`src/rtl/bra_pkg.sv`:
```
// Package for the best rational approximation unit: field widths, reset
// values and the sequencer state type. No dependencies.
package bra_pkg;

	localparam int VALUE_W = 48;
	localparam int NUM_W   = 16;
	localparam int DEN_W   = 8;

	localparam int INT_BITS_DEF  = 16;
	localparam int FRAC_BITS_DEF = 32;

	localparam logic [DEN_W-1:0] MAX_DEN_RESET = 8'd32;
	localparam logic [NUM_W-1:0] NUM_MAX       = 16'hFFFF;

	typedef enum logic [2:0] {
		ST_IDLE,
		ST_CHECK,
		ST_DIV,
		ST_MUL_D,
		ST_MUL_N,
		ST_DONE
	} bra_state_t;

endpackage

```
`src/rtl/best_rational_approximation_unit.sv`:
```
// Best rational approximation: continued-fraction convergents of a fixed-point
// value with a bounded denominator. Depends on bra_pkg.
//
//  channel      | dir | handshake                    | payload
//  s_axis       | in  | s_axis_tvalid/s_axis_tready  | tdata[47:0] = value
//  m_axis       | out | m_axis_tvalid/m_axis_tready  | tdata[15:0] numerator, [23:16] denominator
//  cfg          | in  | cfg_wr_en                    | cfg_wr_data[7:0] = max_denominator
//
// One transaction runs a check and then one Euclid step per partial quotient,
// about a dozen steps at most for denominators up to 255 with a Q16.32 value.
// The step time is set by the one-bit-per-cycle restoring divider;
// one shared 8x16 multiplier then forms the next denominator and numerator.
// s_axis_tready is high only while the sequencer is idle; a finished result
// waits in the output register, and the next transaction may be taken meanwhile.
// Reset clears the sequencer, the output valid and sets max_denominator to 32.
module best_rational_approximation_unit #(
	parameter int INT_BITS  = bra_pkg::INT_BITS_DEF,
	parameter int FRAC_BITS = bra_pkg::FRAC_BITS_DEF
) (
	input  logic                         clk,
	input  logic                         arst_n,
	input  logic                         s_axis_tvalid,
	output logic                         s_axis_tready,
	input  logic [bra_pkg::VALUE_W-1:0]  s_axis_tdata,  // [47:0] value
	output logic                         m_axis_tvalid,
	input  logic                         m_axis_tready,
	output logic [23:0]                  m_axis_tdata,  // [15:0] numerator, [23:16] denominator
	input  logic                         cfg_wr_en,
	input  logic [bra_pkg::DEN_W-1:0]    cfg_wr_data
);
	import bra_pkg::*;

	localparam int CNT_W  = $clog2(FRAC_BITS + 1);
	localparam int FULL_W = INT_BITS + FRAC_BITS + VALUE_W;
	localparam int CMP_W  = INT_BITS + DEN_W;
	localparam int SAT_W  = INT_BITS + NUM_W;
	localparam int PROD_W = DEN_W + NUM_W;

	bra_state_t state_q, state_d;

	logic [DEN_W-1:0]     maxd_q;
	logic [INT_BITS-1:0]  a0_q;
	logic [FRAC_BITS:0]   div_q;    // current dividend, up to 2^FRAC_BITS
	logic [FRAC_BITS-1:0] rem_q;    // current divisor
	logic [FRAC_BITS-1:0] pr_q;     // partial remainder
	logic [FRAC_BITS:0]   dq_q;     // dividend bits out, quotient bits in
	logic [CNT_W-1:0]     cnt_q;
	logic [NUM_W-1:0]     n0_q, n1_q;
	logic [DEN_W-1:0]     d0_q, d1_q, d2_q;
	logic [NUM_W-1:0]     res_num_q;
	logic [DEN_W-1:0]     res_den_q;
	logic [NUM_W-1:0]     out_num_q;
	logic [DEN_W-1:0]     out_den_q;
	logic                 out_vld_q;

	logic [FULL_W-1:0]    v_full;
	logic                 int_case;
	logic                 stop_loop;
	logic [FRAC_BITS:0]   trial;
	logic                 q_bit;
	logic [DEN_W-1:0]     ai;
	logic                 ai_big;
	logic [NUM_W-1:0]     mul_b;
	logic [PROD_W-1:0]    prod;
	logic [PROD_W:0]      d2_w;
	logic [PROD_W:0]      n2_w;
	logic                 d2_over;
	logic                 out_free;
	logic [NUM_W-1:0]     a0_sat;

	assign v_full = FULL_W'(s_axis_tdata);

	assign int_case  = CMP_W'(a0_q) > CMP_W'(maxd_q);
	assign stop_loop = (rem_q == '0) || (d1_q > maxd_q);
	assign a0_sat    = (SAT_W'(a0_q) > SAT_W'(NUM_MAX)) ? NUM_MAX : NUM_W'(a0_q);

	// restoring divider step
	assign trial = {pr_q, dq_q[FRAC_BITS]};
	assign q_bit = trial >= {1'b0, rem_q};

	// partial quotient above 255 can never give a fitting denominator
	assign ai     = dq_q[DEN_W-1:0];
	assign ai_big = |dq_q[FRAC_BITS:DEN_W];

	// shared multiplier: denominator product first, then numerator product
	assign mul_b   = (state_q == ST_MUL_D) ? NUM_W'(d1_q) : n1_q;
	assign prod    = PROD_W'(ai) * PROD_W'(mul_b);
	assign d2_w    = {1'b0, prod} + (PROD_W+1)'(d0_q);
	assign n2_w    = {1'b0, prod} + (PROD_W+1)'(n0_q);
	assign d2_over = ai_big || (d2_w > (PROD_W+1)'(maxd_q));

	assign out_free = !out_vld_q || m_axis_tready;

	assign s_axis_tready = (state_q == ST_IDLE);
	assign m_axis_tvalid = out_vld_q;
	assign m_axis_tdata  = {out_den_q, out_num_q};

	always_ff @(posedge clk or negedge arst_n) begin
		if (!arst_n) begin
			state_q <= ST_IDLE;
		end else begin
			state_q <= state_d;
		end
	end

	always_comb begin
		state_d = state_q;
		case (state_q)
			ST_IDLE: begin
				if (s_axis_tvalid) state_d = ST_CHECK;
			end
			ST_CHECK: begin
				if (int_case || stop_loop) state_d = ST_DONE;
				else state_d = ST_DIV;
			end
			ST_DIV: begin
				if (cnt_q == '0) state_d = ST_MUL_D;
			end
			ST_MUL_D: begin
				if (d2_over) state_d = ST_DONE;
				else state_d = ST_MUL_N;
			end
			ST_MUL_N: begin
				state_d = ST_CHECK;
			end
			ST_DONE: begin
				if (out_free) state_d = ST_IDLE;
			end
			default: state_d = ST_IDLE;
		endcase
	end

	// configuration register
	always_ff @(posedge clk or negedge arst_n) begin
		if (!arst_n) begin
			maxd_q <= MAX_DEN_RESET;
		end else if (cfg_wr_en) begin
			maxd_q <= cfg_wr_data;
		end
	end

	// output register
	always_ff @(posedge clk or negedge arst_n) begin
		if (!arst_n) begin
			out_vld_q <= 1'b0;
		end else if (state_q == ST_DONE && out_free) begin
			out_vld_q <= 1'b1;
		end else if (m_axis_tready) begin
			out_vld_q <= 1'b0;
		end
	end

	always_ff @(posedge clk) begin
		if (state_q == ST_DONE && out_free) begin
			out_num_q <= res_num_q;
			out_den_q <= res_den_q;
		end
	end

	// datapath
	always_ff @(posedge clk) begin
		case (state_q)
			ST_IDLE: begin
				if (s_axis_tvalid) begin
					a0_q  <= v_full[INT_BITS+FRAC_BITS-1:FRAC_BITS];
					rem_q <= v_full[FRAC_BITS-1:0];
					div_q <= {1'b1, {FRAC_BITS{1'b0}}};
					n0_q  <= NUM_W'(1);
					d0_q  <= '0;
					n1_q  <= NUM_W'(v_full[INT_BITS+FRAC_BITS-1:FRAC_BITS]);
					d1_q  <= DEN_W'(1);
				end
			end
			ST_CHECK: begin
				if (int_case) begin
					res_num_q <= a0_sat;
					res_den_q <= DEN_W'(1);
				end else begin
					res_num_q <= n1_q;
					res_den_q <= d1_q;
				end
				pr_q  <= '0;
				dq_q  <= div_q;
				cnt_q <= CNT_W'(FRAC_BITS);
			end
			ST_DIV: begin
				pr_q  <= q_bit ? FRAC_BITS'(trial - {1'b0, rem_q}) : FRAC_BITS'(trial);
				dq_q  <= {dq_q[FRAC_BITS-1:0], q_bit};
				cnt_q <= cnt_q - CNT_W'(1);
			end
			ST_MUL_D: begin
				if (d2_over) begin
					res_num_q <= n1_q;
					res_den_q <= d1_q;
				end
				d2_q <= DEN_W'(d2_w);
			end
			ST_MUL_N: begin
				n0_q  <= n1_q;
				d0_q  <= d1_q;
				n1_q  <= NUM_W'(n2_w);
				d1_q  <= d2_q;
				div_q <= {1'b0, rem_q};
				rem_q <= pr_q;
			end
			default: begin
			end
		endcase
	end

	// partial remainder stays below the divisor through the whole division
	a_pr_below_rem: assert property (@(posedge clk) disable iff (!arst_n)
		state_q == ST_DIV |-> pr_q < rem_q)
		else $error("partial remainder not below divisor");

	// Euclid steps run only with a nonzero remainder and a fitting denominator
	a_loop_guard: assert property (@(posedge clk) disable iff (!arst_n)
		(state_q == ST_DIV || state_q == ST_MUL_D || state_q == ST_MUL_N)
		|-> (rem_q != '0 && d1_q <= maxd_q))
		else $error("Euclid step without valid loop condition");

	// an accepted convergent never lowers the denominator or exceeds the limit
	a_den_grows: assert property (@(posedge clk) disable iff (!arst_n)
		state_q == ST_MUL_N |-> (d2_q >= d1_q && d2_q <= maxd_q))
		else $error("next denominator out of order");

	// a result never carries a zero denominator
	a_den_nonzero: assert property (@(posedge clk) disable iff (!arst_n)
		m_axis_tvalid |-> m_axis_tdata[23:16] != '0)
		else $error("zero denominator in result");

	// an accepted transaction starts the sequencer in the next cycle
	a_start: assert property (@(posedge clk) disable iff (!arst_n)
		(s_axis_tvalid && s_axis_tready) |=> state_q == ST_CHECK)
		else $error("sequencer did not start");

endmodule

```
`config.mk`:
```
export PLATFORM = sky130hd
export DESIGN_NAME = best_rational_approximation_unit
export DESIGN_NICKNAME = d
export VERILOG_FILES = /design/src/rtl/bra_pkg.sv /design/src/rtl/best_rational_approximation_unit.sv
export SDC_FILE = /design/constraint.sdc
export NUM_CORES = 1
export LEC_CHECK = 0
export BUFFER_PORTS_ARGS = -buffer_cell sky130_fd_sc_hd__buf_2
export CAP_MARGIN = 15
export CORE_ASPECT_RATIO = 1.2
export CORE_MARGIN = 4
export CORE_UTILIZATION = 40
export CTS_BUF_LIST = sky130_fd_sc_hd__clkbuf_8
export CTS_CLUSTER_SIZE = 24
export DETAILED_ROUTE_END_ITERATION = 8
export PLACE_DENSITY_LB_ADDON = 0.08
export SLEW_MARGIN = 40
export SYNTH_ARGS = -nofsm -noshare
export SYNTH_HDL_FRONTEND = slang
export SYNTH_SLANG_ARGS = --single-unit
```
`constraint.sdc`:
```
create_clock -name clk -period 20.1 [get_ports clk]
set_clock_uncertainty 0.15 [all_clocks]
set_input_delay 2.01 -clock clk [delete_from_list [all_inputs] [get_ports clk]]
set_output_delay 2.01 -clock clk [all_outputs]
set_load 0.01 [all_outputs]
```
==> results.py, run 1 <==
metrics = {
    "status": {
        "status": "completed",
    },
    "worst_setup_path": {
        "setup.worst_path.end_class": "register",
        "crit_top_cell": "fa_1",
        "path_class": "register to register",
        "critical_path_required_ns": 20.30,
        "crit_path_max_incr_delay_ns": 0.64,
        "arrival_ns": 8.81,
        "crit_chain": "inv_1 > nand3_2 > buf_4 > mux2i_2 > nor2b_1 > fa_1 > inv_1 > fa_1 > fa_1 > fa_1 > inv_1 > ha_1 > xnor2_1 > ha_1 > nor3_1 > nor2_1 > a21boi_1 > nand3_1 > nor2_4 > nand3_1 > or4b_1 > a211oi_2 > a311oi_4 > buf_4",
        "slowest_stage": "mux2i_2",
        "start_kind": "register",
        "crit_fanout": 73,
    },
    "sta": {
        "grt_setup_unrepaired": "no",
        "hold_violations": 0,
        "finalSetupTns_ns": 0,
        "fin_ws_ns": 11.50,
        "worst_pin_slew_ns": 0.835,
        "fin_hold_ws_ns": 0.268,
        "post-route-period-util_pct": 42.8,
        "fmax_mhz": 116,
        "period_minus_slack_ns": 8.60,
        "slew_headroom_pct": 44.3,
        "setup_viol": 0,
        "slew_violations": 0,
    },
    "worst_hold_path": {
        "min_path_type": "register to register",
    },
    "place": {
        "gp_congestion": 0.829,
        "hpwl_um": 36000,
        "detailedPlace.worstSlack_ns": 11.47,
        "portBuffers": 86,
    },
    "final_layout": {
        "layout.nets": 2195,
        "layout.area.seq_um2": 7990,
        "drive_gt1_share_pct": 11.4,
        "fill_cells": 4519,
        "syn_to_final_growth_pct": 11.2,
        "multi_input_area_um2": 9840,
    },
    "yosys": {
        "syn_area_per_cell_um2": 10.2,
        "synthDistinctLibCells": 86,
        "syn-cell-area_um2": 18700,
        "synthTopCellsByArea": "edfxtp_1, fa_1, ha_1",
        "synthesis.nets": 2109,
        "async_reset_ff_share_pct": 4.48,
        "yosys.area_share.simple_pct": 19.5,
        "synth_adder_area_share_pct": 17.7,
        "synth_largest_area_cell": "edfxtp_1",
        "yosysWarnings": 0,
        "ys_seq_area_share_pct": 42.8,
        "yosysTopAreaCellShare_pct": 41.2,
        "synthXorXnorAreaFrac_pct": 3.02,
        "netlist_instances": 1836,
        "synth_edf_count": 256,
        "ys.flop_type": "edfxtp_1",
        "synthMuxAreaShare_pct": 2.06,
        "ys_seq_elements": 268,
        "synth_compound_area_share_pct": 10.0,
        "synth_top_family_by_area": "simple AND/OR/NAND/NOR gates",
    },
    "clocking": {
        "cts_hold_buf": 0,
        "clk_pin_slew_ns": 0.06,
        "h-tree-depth": 2,
        "post_cts_buffers": 0,
        "clock_latency_ns": 0.63,
        "ctsResizeCount": 0,
        "cts_tree": "yes",
        "numClockSinks": 268,
        "cts_buffers": 50,
        "clockBufferDepth": 3,
        "clockRootBuffer": "clkbuf_8",
    },
    "flow_run": {
        "drv_cap": 0,
    },
    "grt": {
        "grt_usage_pct": 19.7,
        "grt_max_degree": 74,
        "grt_pass1_wl_um": 78000,
        "grt_pass1_vias": 14441,
        "grt_antenna_before_repair": 1,
        "gr-total-overflow": 0,
    },
    "floorplanning": {
        "die_h_um": 245,
        "row_count": 86,
        "io_pins": 87,
        "die_w_um": 205,
        "dieArea_um2": 50200,
        "core_um2": 46100,
        "start_util_pct": 40.5,
    },
    "detailed_routing": {
        "first_pass_iters": 7,
        "wire_per_inst_um": 19.0,
        "vias_per_cell": 5.20,
        "remaining_drc_errors": 0,
        "vias": 13405,
        "drt_iter0_markers": 547,
        "ant_nets": 0,
        "routed_wl_um": 49100,
    },
}
[metrics by stage]
step	utilization (%)	cells	area, µm²
after floorplan	-	1836	18700
after global routing	45.1	2579	20800
final	45.1	2579	20800
after global placement	42.9	2486	19700
after CTS	45.0	2578	20700
after detailed placement	42.9	2486	19800
[area by class of cell]
type	count	share of cell area, %
well taps	616	3.71
repair buffers	98	2.54
diodes	1	0.0121
multi-input cells	1334	47.4
flip-flops and latches	268	38.5
clock inverters	37	1.09
clock buffers	55	3.65
inverters	170	3.08
[kinds of logic after synthesis]
logic type	after synthesis
fa+ha+maj	212
xor+xnor	60
buf+inv	234
flops	268
mux	37
compound gates	282
simple gates	743
[path summary, 6_finish.rpt]
path | slack, ns | cells after the start | startpoint | end
worst max-delay path | 11.50 | 24 | state_q[2] | res_num_q[0]
worst min-delay path | 0.27 | 0 | res_num_q[13] | out_num_q[13]
worst max register to register | 11.50 | 24 | state_q[2] | res_num_q[0]
worst min register to register | 0.27 | 0 | res_num_q[13] | out_num_q[13]
max in group asynchronous | 18.35 | 1 | arst_n | maxd_q[5]
min in group asynchronous | 1.14 | 1 | arst_n | maxd_q[2]
[cells in the mapped netlist, types with 4 or more instances]
cell,n
a21boi_0,7
inv_1,170
mux2i_1,25
nand4_1,11
nand2_1,312
and3_1,60
edfxtp_1,256
ha_1,125
a211o_1,4
a211oi_1,13
o21a_1,13
a31oi_1,8
mux2_2,12
or3_1,7
dfrtp_1,11
buf_2,5
clkbuf_1,53
nand3_1,30
o21ai_1,8
nor3_1,31
nor2b_1,65
nor3b_1,5
xnor2_1,44
or2_2,7
o21ai_0,63
nor4_1,17
a21o_1,30
nand3b_1,4
o21bai_1,10
fa_1,87
o211ai_1,6
and4_1,4
nor2_1,96
nand2b_1,28
and2_1,47
a21oi_1,75
xor2_1,11
[state kept, by name, indices dropped and copies added, names as in the netlist, 16 cells and up]
name	flops
res_num_q	16
rem_q	32
n1_q	16
a0_q	16
out_num_q	16
div_q	33
n0_q	16
dq_q	33
pr_q	32
[per-layer routing]
layer  vias up  share of wire (%)  global-route usage (%)
met4         0                3.3                    7.77
met2       245                 52                    35.8
met5         -                  0                       0
met1      6508                 41                    23.4
met3       106                3.6                    2.99
li1       6546                  -                       -
[worst max-delay path: cells and delay by family (launching register included)]
kind	cells	cell delay [ns]
adders and majority gates	6	2.79
and+or+nand+nor	8	1.64
buffers and inverters	5	1.13
AOI/OAI and AO/OA	3	0.95
muxes	1	0.64
DFF	1	0.57
xor gates and xnor gates	1	0.40
[cell usage in the layout, fill, tap and decap left out, types with 63 or more instances in the layout]
cell      count
o21ai_0      63
buf_2        86
nor2b_1      65
fa_1         87
inv_1       188
ha_1        125
nor2_1       95
a21oi_1      75
edfxtp_1    256
nand2_1     312
Power of run 1 is left out: the tool's default activity adds up to more than one toggle a clock period on the data nets, which glitch-free logic cannot reach.
==> run 2, diff against run 1 <==
Clock period 20.1 ns to 7.1 ns, I/O delays scaled along.
==> run 2 against run 1 <==
  * First-iteration DRC count is 15% higher
  * Count of clock-buffer cells in the layout is 6 lower
  * Via count is 3.1% higher
  * Final cell count is 2.6% higher
  * Sequential share of layout area is 1.3 points lower
==> results.py, run 2 (same netlist as run 1, synthesis figures left out) <==
metrics = {
    "status": {
        "status": "completed",
    },
    "worst_setup_path": {
        "arrival_ns": 7.11,
        "path_class": "register to register",
        "critical_path_required_ns": 7.33,
        "crit_fanout": 48,
        "start_kind": "register",
        "crit_path_max_incr_delay_ns": 0.57,
        "setup.worst_path.end_class": "register",
        "critPathTopFamily": "adder cells",
        "slowest_stage": "fa_1",
        "critPathBufInv": 8,
        "crit_top_cell": "fa_1",
    },
    "sta": {
        "slew_violations": 0,
        "setup_viol": 0,
        "hold_violations": 0,
        "fmax_mhz": 145,
        "fin_hold_ws_ns": 0.133,
        "period_minus_slack_ns": 6.88,
        "grt_setup_unrepaired": "yes",
        "worst_pin_slew_ns": 0.822,
        "slew_headroom_pct": 45.2,
        "finalSetupTns_ns": 0,
        "post-route-period-util_pct": 96.9,
    },
    "final_layout": {
        "antennaDiodeCount": 0,
        "syn_to_final_growth_pct": 15.2,
        "fin_util_pct": 46.7,
        "final_cell_mix": "nand2_1, edfxtp_1, inv_1",
        "mostFrequentLayoutCell": "nand2_1",
        "layout.nets": 2263,
        "drive_gt1_share_pct": 16.0,
        "fill_cells": 4503,
        "largest_registers": "div_q (33), dq_q (33)",
    },
    "flow_run": {
        "drv_cap": 0,
    },
    "floorplanning": {
        "die_w_um": 205,
        "core_um2": 46100,
        "die_h_um": 245,
        "start_util_pct": 40.5,
        "row_count": 86,
        "io_pins": 87,
        "dieArea_um2": 50200,
    },
    "clocking": {
        "clk_pin_slew_ns": 0.06,
        "cts_tree": "yes",
        "numClockSinks": 268,
        "clock_latency_ns": 0.63,
        "clockBufferDepth": 3,
        "clockRootBuffer": "clkbuf_8",
        "h-tree-depth": 2,
        "cts_buffers": 48,
    },
    "grt": {
        "grt_pass1_wl_um": 78900,
        "grt_usage_pct": 19.9,
        "grt_pass1_vias": 14386,
        "grt_max_degree": 72,
        "gr-total-overflow": 0,
        "grt_antenna_before_repair": 0,
    },
    "detailed_routing": {
        "first_pass_iters": 5,
        "ant_nets": 0,
        "vias_per_cell": 5.22,
        "drt_iter0_markers": 631,
        "routed_wl_um": 49900,
        "wire_per_inst_um": 18.9,
        "vias": 13815,
        "remaining_drc_errors": 0,
    },
    "place": {
        "hpwl_um": 37000,
        "gp_congestion": 0.851,
        "portBuffers": 86,
    },
    "worst_hold_path": {
        "min_path_type": "primary input to register",
    },
}
-- run 2: cell types whose count changed in the layout (fill, tap and decap cells not counted), sizes merged --
cell	delta
clkinv	+19
dlygate4sd3	+1
buf	+67
inv	-16
nand3	+1
diode	-1
clkbuf	-5
-- run 2: cell type report --
| type | instances | area, µm² | share of cell area, % |
|---|---|---|---|
| tap | 616 | 771 | 3.58 |
| inverter | 170 | 642 | 2.98 |
| multi-input combinational | 1335 | 10100 | 46.8 |
| sequential | 268 | 7990 | 37.2 |
| clock buffer | 49 | 674 | 3.14 |
| timing repair buffer | 167 | 1130 | 5.25 |
| clock inverter | 40 | 235 | 1.09 |
-- run 2: routing by layer --
metal | wire length (µm) | track usage (%)
met2 | 26300 | 36.6
met3 | 1670 | 3.01
met4 | 1310 | 5.30
met5 | 0 | 0
met1 | 20700 | 24.1
-- run 2: repair_timing --
action	4_1_cts	5_1_grt
gates cloned	0	2
pin swaps	0	13
hold buffers	1	0
endpoints found under the hold margin	11	0
buffers inserted	0	14
resized for setup	1	49
endpoints found under the setup margin	24	24
-- run 2: per-stage QoR --
step	instances	area [µm²]	setup WS, ns
after floorplan	1836	18700	0.0137
after global placement	2538	20200	0.0197
after detailed placement	2538	20200	-0.0428
after CTS	2628	21100	0.0521
after global routing	2645	21500	-0.0407
final	2645	21500	0.218
-- run 2: path summary, 6_finish.rpt --
kind | slack (ns) | start | cells after the start | end
min in group asynchronous | 0.38 | arst_n | 2 | maxd_q[2]
max in group asynchronous | 6.12 | arst_n | 2 | maxd_q[5]
worst min register to register | 0.27 | res_num_q[12] | 0 | out_num_q[12]
worst min-delay path | 0.13 | s_axis_tdata[33] | 1 | a0_q[1]
worst max register to register | 0.22 | state_q[2] | 25 | res_num_q[12]
worst max-delay path | 0.22 | state_q[2] | 25 | res_num_q[12]
Power of run 2 is left out for the same reason.
